## src/rtl/assert_macros.svh

```systemverilog
// assertion macros shared by the watchdog rtl
// depends on nothing; each use names its own clock and active-low reset
`ifndef ASSERT_MACROS_SVH
`define ASSERT_MACROS_SVH

// property must hold at every clock edge outside reset
`define ASSERT_IMPL(lbl, clk, rst_n, prop, msg) \
  lbl: assert property (@(posedge clk) disable iff (!rst_n) prop) else $error(msg);

// condition must never be seen outside reset
`define ASSERT_NEVER(lbl, clk, rst_n, cond, msg) \
  `ASSERT_IMPL(lbl, clk, rst_n, !(cond), msg)

`endif

```

## src/rtl/mtcw_pkg.sv

```systemverilog
// types and mode codes for the multi-task check-in watchdog
// no dependencies
`timescale 1ns / 1ps
`default_nettype none

package mtcw_pkg;

  localparam int unsigned MASK_W = 16;

  localparam logic [1:0] MODE_SCAN        = 2'd0;
  localparam logic [1:0] MODE_REGISTER    = 2'd1;
  localparam logic [1:0] MODE_SET_TIMEOUT = 2'd2;
  localparam logic [1:0] MODE_CHECKIN     = 2'd3;

  typedef struct packed {
    logic [1:0]  mode;
    logic [3:0]  task_index;
    logic [31:0] now_ms;
    logic [31:0] timeout_value;
  } mtcw_in_t;

  typedef struct packed {
    logic              status;
    logic [MASK_W-1:0] withheld_mask;
    logic [MASK_W-1:0] newly_withheld;
    logic              any_withheld;
  } mtcw_out_t;

  // controller to datapath
  typedef struct packed {
    logic accept;
    logic scan_rd;
    logic load;
  } mtcw_cmd_t;

  // datapath to controller
  typedef struct packed {
    logic out_free;
  } mtcw_stat_t;

endpackage

`default_nettype wire

```

## src/rtl/mtcw_ctrl.sv

```systemverilog
// sequencer for the watchdog: accepts transactions, walks the slot table on a scan
// depends on mtcw_pkg and assert_macros.svh
`timescale 1ns / 1ps
`default_nettype none
`include "assert_macros.svh"

module mtcw_ctrl import mtcw_pkg::*; #(
  parameter int unsigned NUM_SLOTS = 16,
  parameter int unsigned SLOT_W    = 4
) (
  input  wire logic              clk,
  input  wire logic              rst_n,
  input  wire logic              in_valid,
  input  wire logic [1:0]        in_mode,
  output logic                   in_stall,
  output mtcw_cmd_t              cmd,
  output logic [SLOT_W-1:0]      rd_addr,
  input  mtcw_stat_t             stat
);

  typedef enum logic [1:0] {
    ST_IDLE,
    ST_SCAN,
    ST_DRAIN,
    ST_LOAD
  } state_t;

  localparam logic [SLOT_W-1:0] LAST_SLOT = SLOT_W'(NUM_SLOTS - 1);

  state_t            state_r, state_nxt;
  logic [SLOT_W-1:0] ptr_r, ptr_nxt;
  logic              in_stall_r, in_stall_nxt;

  always_comb begin
    state_nxt = state_r;
    ptr_nxt   = ptr_r;
    cmd       = '0;
    case (state_r)
      ST_IDLE: begin
        cmd.accept = in_valid;
        if (in_valid) begin
          ptr_nxt   = '0;
          state_nxt = (in_mode == MODE_SCAN) ? ST_SCAN : ST_LOAD;
        end
      end
      ST_SCAN: begin
        cmd.scan_rd = 1'b1;
        ptr_nxt     = ptr_r + 1'b1;
        if (ptr_r == LAST_SLOT) begin
          state_nxt = ST_DRAIN;
        end
      end
      // last read is evaluated here
      ST_DRAIN: begin
        state_nxt = ST_LOAD;
      end
      ST_LOAD: begin
        cmd.load = stat.out_free;
        if (stat.out_free) begin
          state_nxt = ST_IDLE;
        end
      end
      default: begin
        state_nxt = ST_IDLE;
      end
    endcase
    in_stall_nxt = (state_nxt != ST_IDLE);
  end

  always_ff @(posedge clk) begin
    if (!rst_n) begin
      state_r    <= ST_IDLE;
      ptr_r      <= '0;
      in_stall_r <= 1'b0;
    end else begin
      state_r    <= state_nxt;
      ptr_r      <= ptr_nxt;
      in_stall_r <= in_stall_nxt;
    end
  end

  assign in_stall = in_stall_r;
  assign rd_addr  = ptr_r;

  `ASSERT_IMPL(a_scan_starts, clk, rst_n,
               in_valid && !in_stall && in_mode == MODE_SCAN |=> state_r == ST_SCAN,
               "scan transaction did not start a table walk")
  `ASSERT_IMPL(a_scan_moves_on, clk, rst_n,
               state_r == ST_SCAN |=> state_r == ST_SCAN || state_r == ST_DRAIN,
               "table walk left early")
  `ASSERT_IMPL(a_load_frees_input, clk, rst_n,
               cmd.load |=> !in_stall,
               "input still stalled after result load")

endmodule

`default_nettype wire

```

## src/rtl/mtcw_dp.sv

```systemverilog
// slot table, scan compare and result register of the watchdog
// depends on mtcw_pkg and assert_macros.svh
`timescale 1ns / 1ps
`default_nettype none
`include "assert_macros.svh"

module mtcw_dp import mtcw_pkg::*; #(
  parameter int unsigned NUM_SLOTS = 16,
  parameter int unsigned SLOT_W    = 4
) (
  input  wire logic              clk,
  input  wire logic              rst_n,
  input  mtcw_in_t               in_data,
  input  mtcw_cmd_t              cmd,
  input  wire logic [SLOT_W-1:0] rd_addr,
  output mtcw_stat_t             stat,
  output logic                   out_valid,
  input  wire logic              out_stall,
  output mtcw_out_t              out_data
);

  logic [31:0]          timeout_mem [NUM_SLOTS];
  logic [31:0]          checkin_mem [NUM_SLOTS];

  logic [NUM_SLOTS-1:0] valid_r;
  logic [NUM_SLOTS-1:0] withheld_r;
  logic [NUM_SLOTS-1:0] fresh_r;
  logic [31:0]          now_r;
  logic                 status_r;
  logic [31:0]          tmo_rd_r;
  logic [31:0]          last_rd_r;
  logic [SLOT_W-1:0]    rd_idx_r;
  logic                 rd_vld_r;
  logic                 out_valid_r;
  mtcw_out_t            out_data_r;

  logic [SLOT_W+3:0]    idx_wide;
  logic [SLOT_W-1:0]    wr_addr;
  logic                 in_range;
  logic                 slot_ok;
  logic [31:0]          elapsed;
  logic                 overdue;
  logic [NUM_SLOTS+MASK_W-1:0] withheld_ext;
  logic [NUM_SLOTS+MASK_W-1:0] fresh_ext;

  assign idx_wide = {SLOT_W'(0), in_data.task_index};
  assign wr_addr  = idx_wide[SLOT_W-1:0];
  assign in_range = ({28'd0, in_data.task_index} < 32'(NUM_SLOTS));
  assign slot_ok  = in_range && valid_r[wr_addr];

  // wrapping age against the slot timeout
  assign elapsed  = now_r - last_rd_r;
  assign overdue  = valid_r[rd_idx_r] && !withheld_r[rd_idx_r] && (elapsed > tmo_rd_r);

  // slot table memories, single write and single registered read
  always_ff @(posedge clk) begin
    if (cmd.accept && in_range) begin
      if (in_data.mode == MODE_REGISTER ||
          (in_data.mode == MODE_SET_TIMEOUT && valid_r[wr_addr])) begin
        timeout_mem[wr_addr] <= in_data.timeout_value;
      end
      if (in_data.mode == MODE_REGISTER ||
          (in_data.mode == MODE_CHECKIN && valid_r[wr_addr])) begin
        checkin_mem[wr_addr] <= in_data.now_ms;
      end
    end
    if (cmd.scan_rd) begin
      tmo_rd_r  <= timeout_mem[rd_addr];
      last_rd_r <= checkin_mem[rd_addr];
      rd_idx_r  <= rd_addr;
    end
  end

  always_ff @(posedge clk) begin
    if (!rst_n) begin
      valid_r    <= '0;
      withheld_r <= '0;
      fresh_r    <= '0;
      rd_vld_r   <= 1'b0;
    end else begin
      rd_vld_r <= cmd.scan_rd;
      if (cmd.accept) begin
        fresh_r <= '0;
        if (in_range && in_data.mode == MODE_REGISTER) begin
          valid_r[wr_addr]    <= 1'b1;
          withheld_r[wr_addr] <= 1'b0;
        end else if (slot_ok && in_data.mode == MODE_CHECKIN) begin
          withheld_r[wr_addr] <= 1'b0;
        end
      end else if (rd_vld_r && overdue) begin
        withheld_r[rd_idx_r] <= 1'b1;
        fresh_r[rd_idx_r]    <= 1'b1;
      end
    end
  end

  always_ff @(posedge clk) begin
    if (cmd.accept) begin
      now_r <= in_data.now_ms;
      if (in_data.mode == MODE_SCAN || (in_range && in_data.mode == MODE_REGISTER)) begin
        status_r <= 1'b0;
      end else begin
        status_r <= !slot_ok;
      end
    end
  end

  // masks cover slots 0 to 15 only
  assign withheld_ext = {MASK_W'(0), withheld_r};
  assign fresh_ext    = {MASK_W'(0), fresh_r};

  assign stat.out_free = !out_valid_r || !out_stall;

  always_ff @(posedge clk) begin
    if (!rst_n) begin
      out_valid_r <= 1'b0;
    end else if (cmd.load) begin
      out_valid_r <= 1'b1;
    end else if (!out_stall) begin
      out_valid_r <= 1'b0;
    end
  end

  always_ff @(posedge clk) begin
    if (cmd.load) begin
      out_data_r.status         <= status_r;
      out_data_r.withheld_mask  <= withheld_ext[MASK_W-1:0];
      out_data_r.newly_withheld <= fresh_ext[MASK_W-1:0];
      out_data_r.any_withheld   <= |withheld_r;
    end
  end

  assign out_valid = out_valid_r;
  assign out_data  = out_data_r;

  `ASSERT_NEVER(a_load_overwrite, clk, rst_n,
                cmd.load && out_valid_r && out_stall,
                "result register overwritten while stalled")
  `ASSERT_IMPL(a_fresh_subset, clk, rst_n,
               (fresh_r & ~withheld_r) == '0,
               "newly withheld slot is not withheld")
  `ASSERT_IMPL(a_withheld_valid, clk, rst_n,
               (withheld_r & ~valid_r) == '0,
               "withheld flag on unregistered slot")

endmodule

`default_nettype wire

```

## src/rtl/multi_task_checkin_watchdog_core.sv

```systemverilog
// Per-task check-in watchdog over a table of NUM_SLOTS task slots.
// Input channel (in_valid / in_stall / in_data) carries one operation per
// transaction: scan, register slot, set timeout or check-in. The result
// channel (out_valid / out_stall / out_data) returns one result per input:
// status plus the withheld mask, the bits newly set by a scan and an any flag.
// Register, set timeout and check-in go from accept to ST_LOAD, where the result
// is loaded once the output register is free, and then back to ST_IDLE.
// A scan walks the slot table through its single read port, one slot per
// cycle, then passes through ST_DRAIN and ST_LOAD before the next accept.
// One item is in flight at a time; a finished result sits in an output
// register, so the next transaction is accepted while the receiver stalls.
// A second result waits in ST_LOAD until the output register frees.
// Reset (synchronous, rst_n low) clears the registered and withheld flags;
// timeouts and check-in times are not cleared and are used only after a
// slot has been registered.
// Depends on mtcw_pkg, mtcw_ctrl and mtcw_dp.
`timescale 1ns / 1ps
`default_nettype none

module multi_task_checkin_watchdog_core import mtcw_pkg::*; #(
  parameter int unsigned NUM_SLOTS = 16
) (
  input  wire logic  clk,
  input  wire logic  rst_n,
  input  wire logic  in_valid,
  output logic       in_stall,
  input  mtcw_in_t   in_data,
  output logic       out_valid,
  input  wire logic  out_stall,
  output mtcw_out_t  out_data
);

  localparam int unsigned SLOT_W = (NUM_SLOTS > 1) ? $clog2(NUM_SLOTS) : 1;

  mtcw_cmd_t         cmd;
  mtcw_stat_t        stat;
  logic [SLOT_W-1:0] rd_addr;

  mtcw_ctrl #(
    .NUM_SLOTS (NUM_SLOTS),
    .SLOT_W    (SLOT_W)
  ) u_ctrl (
    .clk      (clk),
    .rst_n    (rst_n),
    .in_valid (in_valid),
    .in_mode  (in_data.mode),
    .in_stall (in_stall),
    .cmd      (cmd),
    .rd_addr  (rd_addr),
    .stat     (stat)
  );

  mtcw_dp #(
    .NUM_SLOTS (NUM_SLOTS),
    .SLOT_W    (SLOT_W)
  ) u_dp (
    .clk       (clk),
    .rst_n     (rst_n),
    .in_data   (in_data),
    .cmd       (cmd),
    .rd_addr   (rd_addr),
    .stat      (stat),
    .out_valid (out_valid),
    .out_stall (out_stall),
    .out_data  (out_data)
  );

endmodule

`default_nettype wire

```

## config.mk

```make
export PLATFORM = sky130hd
export DESIGN_NAME = multi_task_checkin_watchdog_core
export DESIGN_NICKNAME = d
export VERILOG_FILES = /design/src/rtl/mtcw_pkg.sv /design/src/rtl/mtcw_ctrl.sv /design/src/rtl/mtcw_dp.sv /design/src/rtl/multi_task_checkin_watchdog_core.sv
export VERILOG_INCLUDE_DIRS = /design/src /design/src/rtl
export SDC_FILE = /design/constraint.sdc
export NUM_CORES = 1
export LEC_CHECK = 0
export BUFFER_PORTS_ARGS = -buffer_cell sky130_fd_sc_hd__buf_2
export CAP_MARGIN = 20
export CORE_MARGIN = 3
export CORE_UTILIZATION = 55
export CTS_CLUSTER_DIAMETER = 80
export DETAILED_ROUTE_END_ITERATION = 7
export PLACE_DENSITY = 0.71
export SYNTH_ARGS = -nofsm -noshare
export SYNTH_HDL_FRONTEND = slang
export SYNTH_SLANG_ARGS = --single-unit
```

## constraint.sdc

```tcl
create_clock -name clk -period 6.8 [get_ports clk]
set_input_delay 0.68 -clock clk [delete_from_list [all_inputs] [get_ports clk]]
set_output_delay 0.68 -clock clk [all_outputs]
set_load 0.02 [all_outputs]
```

== Word-level counts from Yosys, hierarchy flattened ==
Memories as Yosys holds them, arrays and structs flattened. A register that Yosys moved wholly into a read port is not among the register bits.
Index checks and enable logic that the tools add are counted.
Storage, ports and cells
  bits in registers: 128
  bits in writable memories: 1024
  bits of input ports: 74
  output and inout bits: 36
  logic and storage cells: 97
  memories: 2
Memories
  u_dp.checkin_mem: depth 16, width 32, read ports 1, clocked after Yosys merged registers in 1, write ports 1, line mtcw_dp.sv:23  | logic [31:0] checkin_mem [NUM_SLOTS];
  u_dp.timeout_mem: depth 16, width 32, read ports 1, clocked after Yosys merged registers in 1, write ports 1, line mtcw_dp.sv:22  | logic [31:0] timeout_mem [NUM_SLOTS];
Operators by class
  add/subtract/negate cells: 2
  $lt $le $gt $ge: 5
  eq/ne operators: 10
  mux-type cells: 32
  bitwise logic cells: 6
  reductions and logical operators: 25
Operators with widths (count)
  $mux W16: 4
  $or A16 B16 Y16: 3
  $gt A32 B32 Y1: 1
  $sub A32 B32 Y32: 1
  $and A16 B16 Y16: 1
  $mux W1: 16
  $not A16 Y16: 1
  $reduce_or A16 Y1: 1
  $bmux W1 S4: 3
  $lt A4 B5 Y1 const B: 2
  $demux W1 S4: 2
  $eq A2 B2 Y1 const B: 4
  $ge A4 B1 Y1 const B: 2
  $mux W2: 4
  $pmux W2 S4: 1
  $pmux W4 S2: 1
  $logic_and A1 B1 Y1: 7
  $reduce_and A2 Y1: 3
  $reduce_bool A2 Y1: 3
  $add A4 B1 Y4 const B: 1
  $eq A2 B1 Y1 const B: 2
  $eq A4 B4 Y1 const B: 1
  $logic_not A1 Y1: 4
  $logic_not A2 Y1: 2
  7 further kinds: 10

== Depth between registers and ports, before layout ==
  word-level depth: 9
  depth in mapped cells: 22
  mapped depth without buffers: 21

== Modules after synthesis ==
Synthesis repeated with hierarchy kept, for this count alone.
Second synthesis, totals
  cells, all modules: 2213
  area total of the unflattened synthesis: 47500.6 um^2
By module, submodules not included
  mtcw_dp: instances 1, cells each 2176, area each 47160.2 um^2, seq. area each 35804.3 um^2
  mtcw_ctrl: instances 1, cells each 37, area each 340.3 um^2, seq. area each 140.1 um^2

== Worst setup path after synthesis ==
No wires, ideal clock.
  kind: input to register
  from: input port in_valid
  to: memory u_dp.checkin_mem[7][0] (enable)
  setup time: 0.423 ns
  arrival: 4.315 ns
  data required time: 6.377 ns
  path slack: 2.063 ns
  stages on the path: 4
  cell sequence: nor3b_2 -> nand3_2 -> buf_4 -> nor2_1
On the way
  cells in the longest elaborated chain, start to end: 3
Ends and longest elaborated chain
  from (decl): line multi_task_checkin_watchdog_core.sv:25  | input wire logic in_valid,
  $mux W1: line mtcw_ctrl.sv:38  | case (state_r)
  $mux W1: line mtcw_dp.sv:57  | if (cmd.accept && in_range) begin
  $mux W1 (not written as such): line mtcw_dp.sv:64  | checkin_mem[wr_addr] <= in_data.now_ms;
  to (decl): line mtcw_dp.sv:23
Every way passes these cells.

== Final worst setup path ==
  from: register u_dp.now_r[0]
  to: register u_dp.withheld_r[12]
On the way
  cells in the longest elaborated chain, start to end: 6
Ends and longest elaborated chain
  from (decl): line mtcw_dp.sv:28  | logic [31:0] now_r;
  from (signal assigned): line mtcw_dp.sv:99  | now_r <= in_data.now_ms;
  $sub A32 B32 Y32: line mtcw_dp.sv:52  | assign elapsed = now_r - last_rd_r;
  $gt A32 B32 Y1: line mtcw_dp.sv:53  | assign overdue = valid_r[rd_idx_r] && !withheld_r[rd_idx_r] && (elapsed > tmo_rd_r);
  $logic_and A1 B1 Y1: line mtcw_dp.sv:53
  $logic_and A1 B1 Y1: line mtcw_dp.sv:90  | end else if (rd_vld_r && overdue) begin
  $reduce_bool A2 Y1 (no line)
  $reduce_and A2 Y1 (no line)
  to (signal, indexed assignment): line mtcw_dp.sv:86  | withheld_r[wr_addr] <= 1'b0;
  to (signal, indexed assignment): line mtcw_dp.sv:88  | withheld_r[wr_addr] <= 1'b0;
  to (signal, indexed assignment): line mtcw_dp.sv:91  | withheld_r[rd_idx_r] <= 1'b1;
  to (decl): line mtcw_dp.sv:26  | logic [NUM_SLOTS-1:0] withheld_r;
Every way passes these cells.
A chain may end at the register's enable or synchronous reset.

==> out/metrics.csv <==
metric,value,unit
finalWorstSetupSlack,1.46,ns
drt_iter0_drc,2785,
ys_warn_count,0,
crit_family,compound AO/OA/AOI/OAI gates,
clock_skew,0.0380,ns
postSynthAreaPerCell,21.3,um^2
synth_async_sr_flop_share,0,%
rows,107,
io_pins,110,
syn-num-nets,2371,
vias_per_cell,6.37,
synth_cell_types,71,
synth_edf_count,1159,
die_area,90100,um^2
yosysTopAreaCellShare,73.1,%
power,0.0158,W
setup_violations,0,
postSynthCellCount,2232,
cp_max_fo,10,
rsz0062_at_grt,no,
grt_pass1_vias,23600,
fmax,187,MHz
maxCapViolations,0,
wl_per_cell,29.1,um
antenna_found_initial,6,
post_cts_resized,0,
synthTopCellsByArea,"edfxtp_1 73%, mux4_2 15%, dfxtp_1 2.4%, ha_1 1.7%, nor2_1 0.77%",
crit_path_end_kind,flop,
hp-class,in2reg,
slew_headroom,23.1,%
fin_util,62.9,%
dr.pass1.iters,7,
start_kind,flop,
cts_tree,yes,
port_buffers,109,
dpl.hpwl,58600,um
rr_worst_depth,21,
holdBufCountCts,0,
clkSlewWorstSetupHoldPaths,0.06,ns
crit_required,7.32,ns
cp_num_cells,21,
slowest_stage,nor4_1,
placed_cells,3438,
pre_cts_ws,1.54,ns
die_w,300,um
drive_gt1_share,28.6,%
ant_nets,0,
grt.total_usage,24.2,%
finalSetupTns,0,ns
yosysTopAreaCell,edfxtp_1,
hold_violations,0,
cts.sinks,1216,
grt.overflow.total,0,
place.gp.congestion,0.861,
wirelength,106000,um
peakVddDrop,0.228,mV
fin_crit_sh,78.6,%
synth.cell_area,47600,um^2
clock_latency,0.70,ns
via_count,23300,
cts_setup_buffers,0,
htreeDepth,3,
final.min_clock_period,5.34,ns
cts_max_path_buffers,3,
fin_nets,2549,
crit_chain,inv_1 > ha_1 > inv_1 > fa_1 > a21o_1 > a221oi_4 > a21boi_2 > a2111oi_2 > o41ai_2 > a21oi_1 > o21ai_0 > xor2_1 > ha_1 > nand4_1 > nor4_1 > nand4_1 > nor2_1 > a2111o_1 > nor4_1 > a22oi_1 > nor2_1,
critPathMaxStageDelay,0.58,ns
clockRootBuffer,clkbuf_16,
setup.worst_path.class,reg2reg,
die-height,300,um
status,"complete, no violations",
cp_data_arrival_time,5.86,ns
synth_flop_cell,edfxtp_1,
fill_cells,5617,
worst-path-buf-inv,2,
cts_buffers,113,
ys_ff_latch,1216,
synth-seq-area-share,75.5,%
maxSlewViolCount,0,
core-area,85500,um^2
fin_cells,3656,
power_density,295,nW/um^2
route.detailed.drc,0,
grt_pass1_wl,159000,um
start_util,55.6,%
syn_to_final_growth,13.0,%
grt_max_degree,141,
p_leak,17.2,nW
worst_slew_pin_slew,1.15,ns
min_path_cells,3,
power by group:
part	internal, W	total, W	switching (W)	leakage (nW)
Clock	0.00377	0.00647	0.00270	1.85
Combinational	0.000443	0.00104	0.000602	4.36
Sequential	0.00828	0.00833	0.0000514	10.9
worst reg2reg max path, delay by kind of cell, from the launching register on:
kind | cells | cell delay [ns]
flops | 1 | 0.37
xor+xnor | 1 | 0.17
compound gates | 9 | 2.34
simple gates | 6 | 1.28
fa+ha+maj | 3 | 0.89
buf+inv | 2 | 0.14
registers in the layout, summed over array words and instances, names as in the netlist:
name / cells
u_dp.out_data: 34
u_dp.fresh_r: 16
u_dp.rd_idx_r: 4
u_ctrl.in_stall: 1
u_ctrl.rd_addr: 4
u_dp.valid_r: 16
u_dp.withheld_r: 16
u_dp.tmo_rd_r: 32
u_dp.timeout_mem: 512
u_dp.out_valid: 1
u_ctrl.state_r: 2
u_dp.checkin_mem: 512
u_dp.status_r: 1
u_dp.now_r: 32
u_dp.rd_vld_r: 1
u_dp.last_rd_r: 32
layout make-up:
type	instances	area (um^2)	area share [%]
timing repair buffer	163	1060	1.98
inverter	75	282	0.523
clock inverter	76	837	1.56
multi-input combinational	841	11200	20.8
antenna	3	7.51	0.0140
clock buffer	138	3020	5.61
sequential	1216	36000	66.8
tap	1144	1430	2.66
synthesized netlist by cell type (all sizes together) (7+ instances only):
| master | count |
|---|---|
| edfxtp | 1159 |
| mux4 | 327 |
| nor2 | 99 |
| inv | 75 |
| ha | 64 |
| clkbuf | 57 |
| dfxtp | 57 |
| nand2 | 44 |
| a21oi | 43 |
| buf | 42 |
| a21o | 31 |
| nand3 | 21 |
| xnor2 | 19 |
| o21ai | 17 |
| a22o | 14 |
| nand4 | 13 |
| o21a | 13 |
| nor2b | 12 |
| a22oi | 11 |
| nor3 | 10 |
| xor2 | 9 |
| nor4 | 8 |
| o2bb2ai | 8 |
| a31oi | 7 |
| nand2b | 7 |
| nor3b | 7 |
layout by cell type, fill, tap and decap left out, types with 8 or more instances in the layout:
cell type / count
edfxtp_1: 1159
mux4_2: 326
clkbuf_16: 116
buf_2: 109
inv_1: 75
nor2_1: 66
ha_1: 64
dfxtp_1: 53
buf_4: 45
nand2_1: 44
a21oi_1: 41
nor2_4: 32
a21o_1: 31
clkinv_1: 26
nand3_1: 20
xnor2_1: 19
clkbuf_1: 19
o21ai_0: 16
bufinv_16: 16
a22o_1: 14
nand4_1: 13
o21a_1: 13
clkinv_2: 13
nor2b_1: 11
a22oi_1: 11
nor3_1: 10
clkinvlp_4: 10
xor2_1: 9
buf_12: 9
o2bb2ai_1: 8
routing by layer:
| layer | vias up | track usage, % | share of wire [%] |
|---|---|---|---|
| met5 | - | 0 | 0.038 |
| met4 | 6 | 5.88 | 1.9 |
| met3 | 158 | 4.25 | 8.2 |
| met2 | 1130 | 37.9 | 48 |
| met1 | 12400 | 36.2 | 41 |
| li1 | 9619 | - | - |
final timing paths:
kind / end / slack, ns / startpoint
worst min register to register: u_dp.out_data[33] / 0.42 / u_dp.status_r
worst max-delay path: u_dp.withheld_r[12] / 1.46 / u_dp.now_r[0]
worst max register to register: u_dp.withheld_r[12] / 1.46 / u_dp.now_r[0]
worst min-delay path: u_dp.out_valid / 0.35 / out_stall
per-stage QoR:
step,instance area (um^2),hold WS (ns)
after floorplan,47600,0.400
after global placement,49800,0.407
after detailed placement,49900,0.408
after CTS,53800,0.306
after global routing,53800,0.337
final,53800,0.347
cells by family after synthesis:
group / synth area share [%]
compound gates: 2.66
xor+xnor: 0.515
fa+ha+maj: 1.72
buf+inv: 1.52
flops: 75.5
mux: 15.5
simple gates: 2.53
Power figures use the tool's default switching activity.
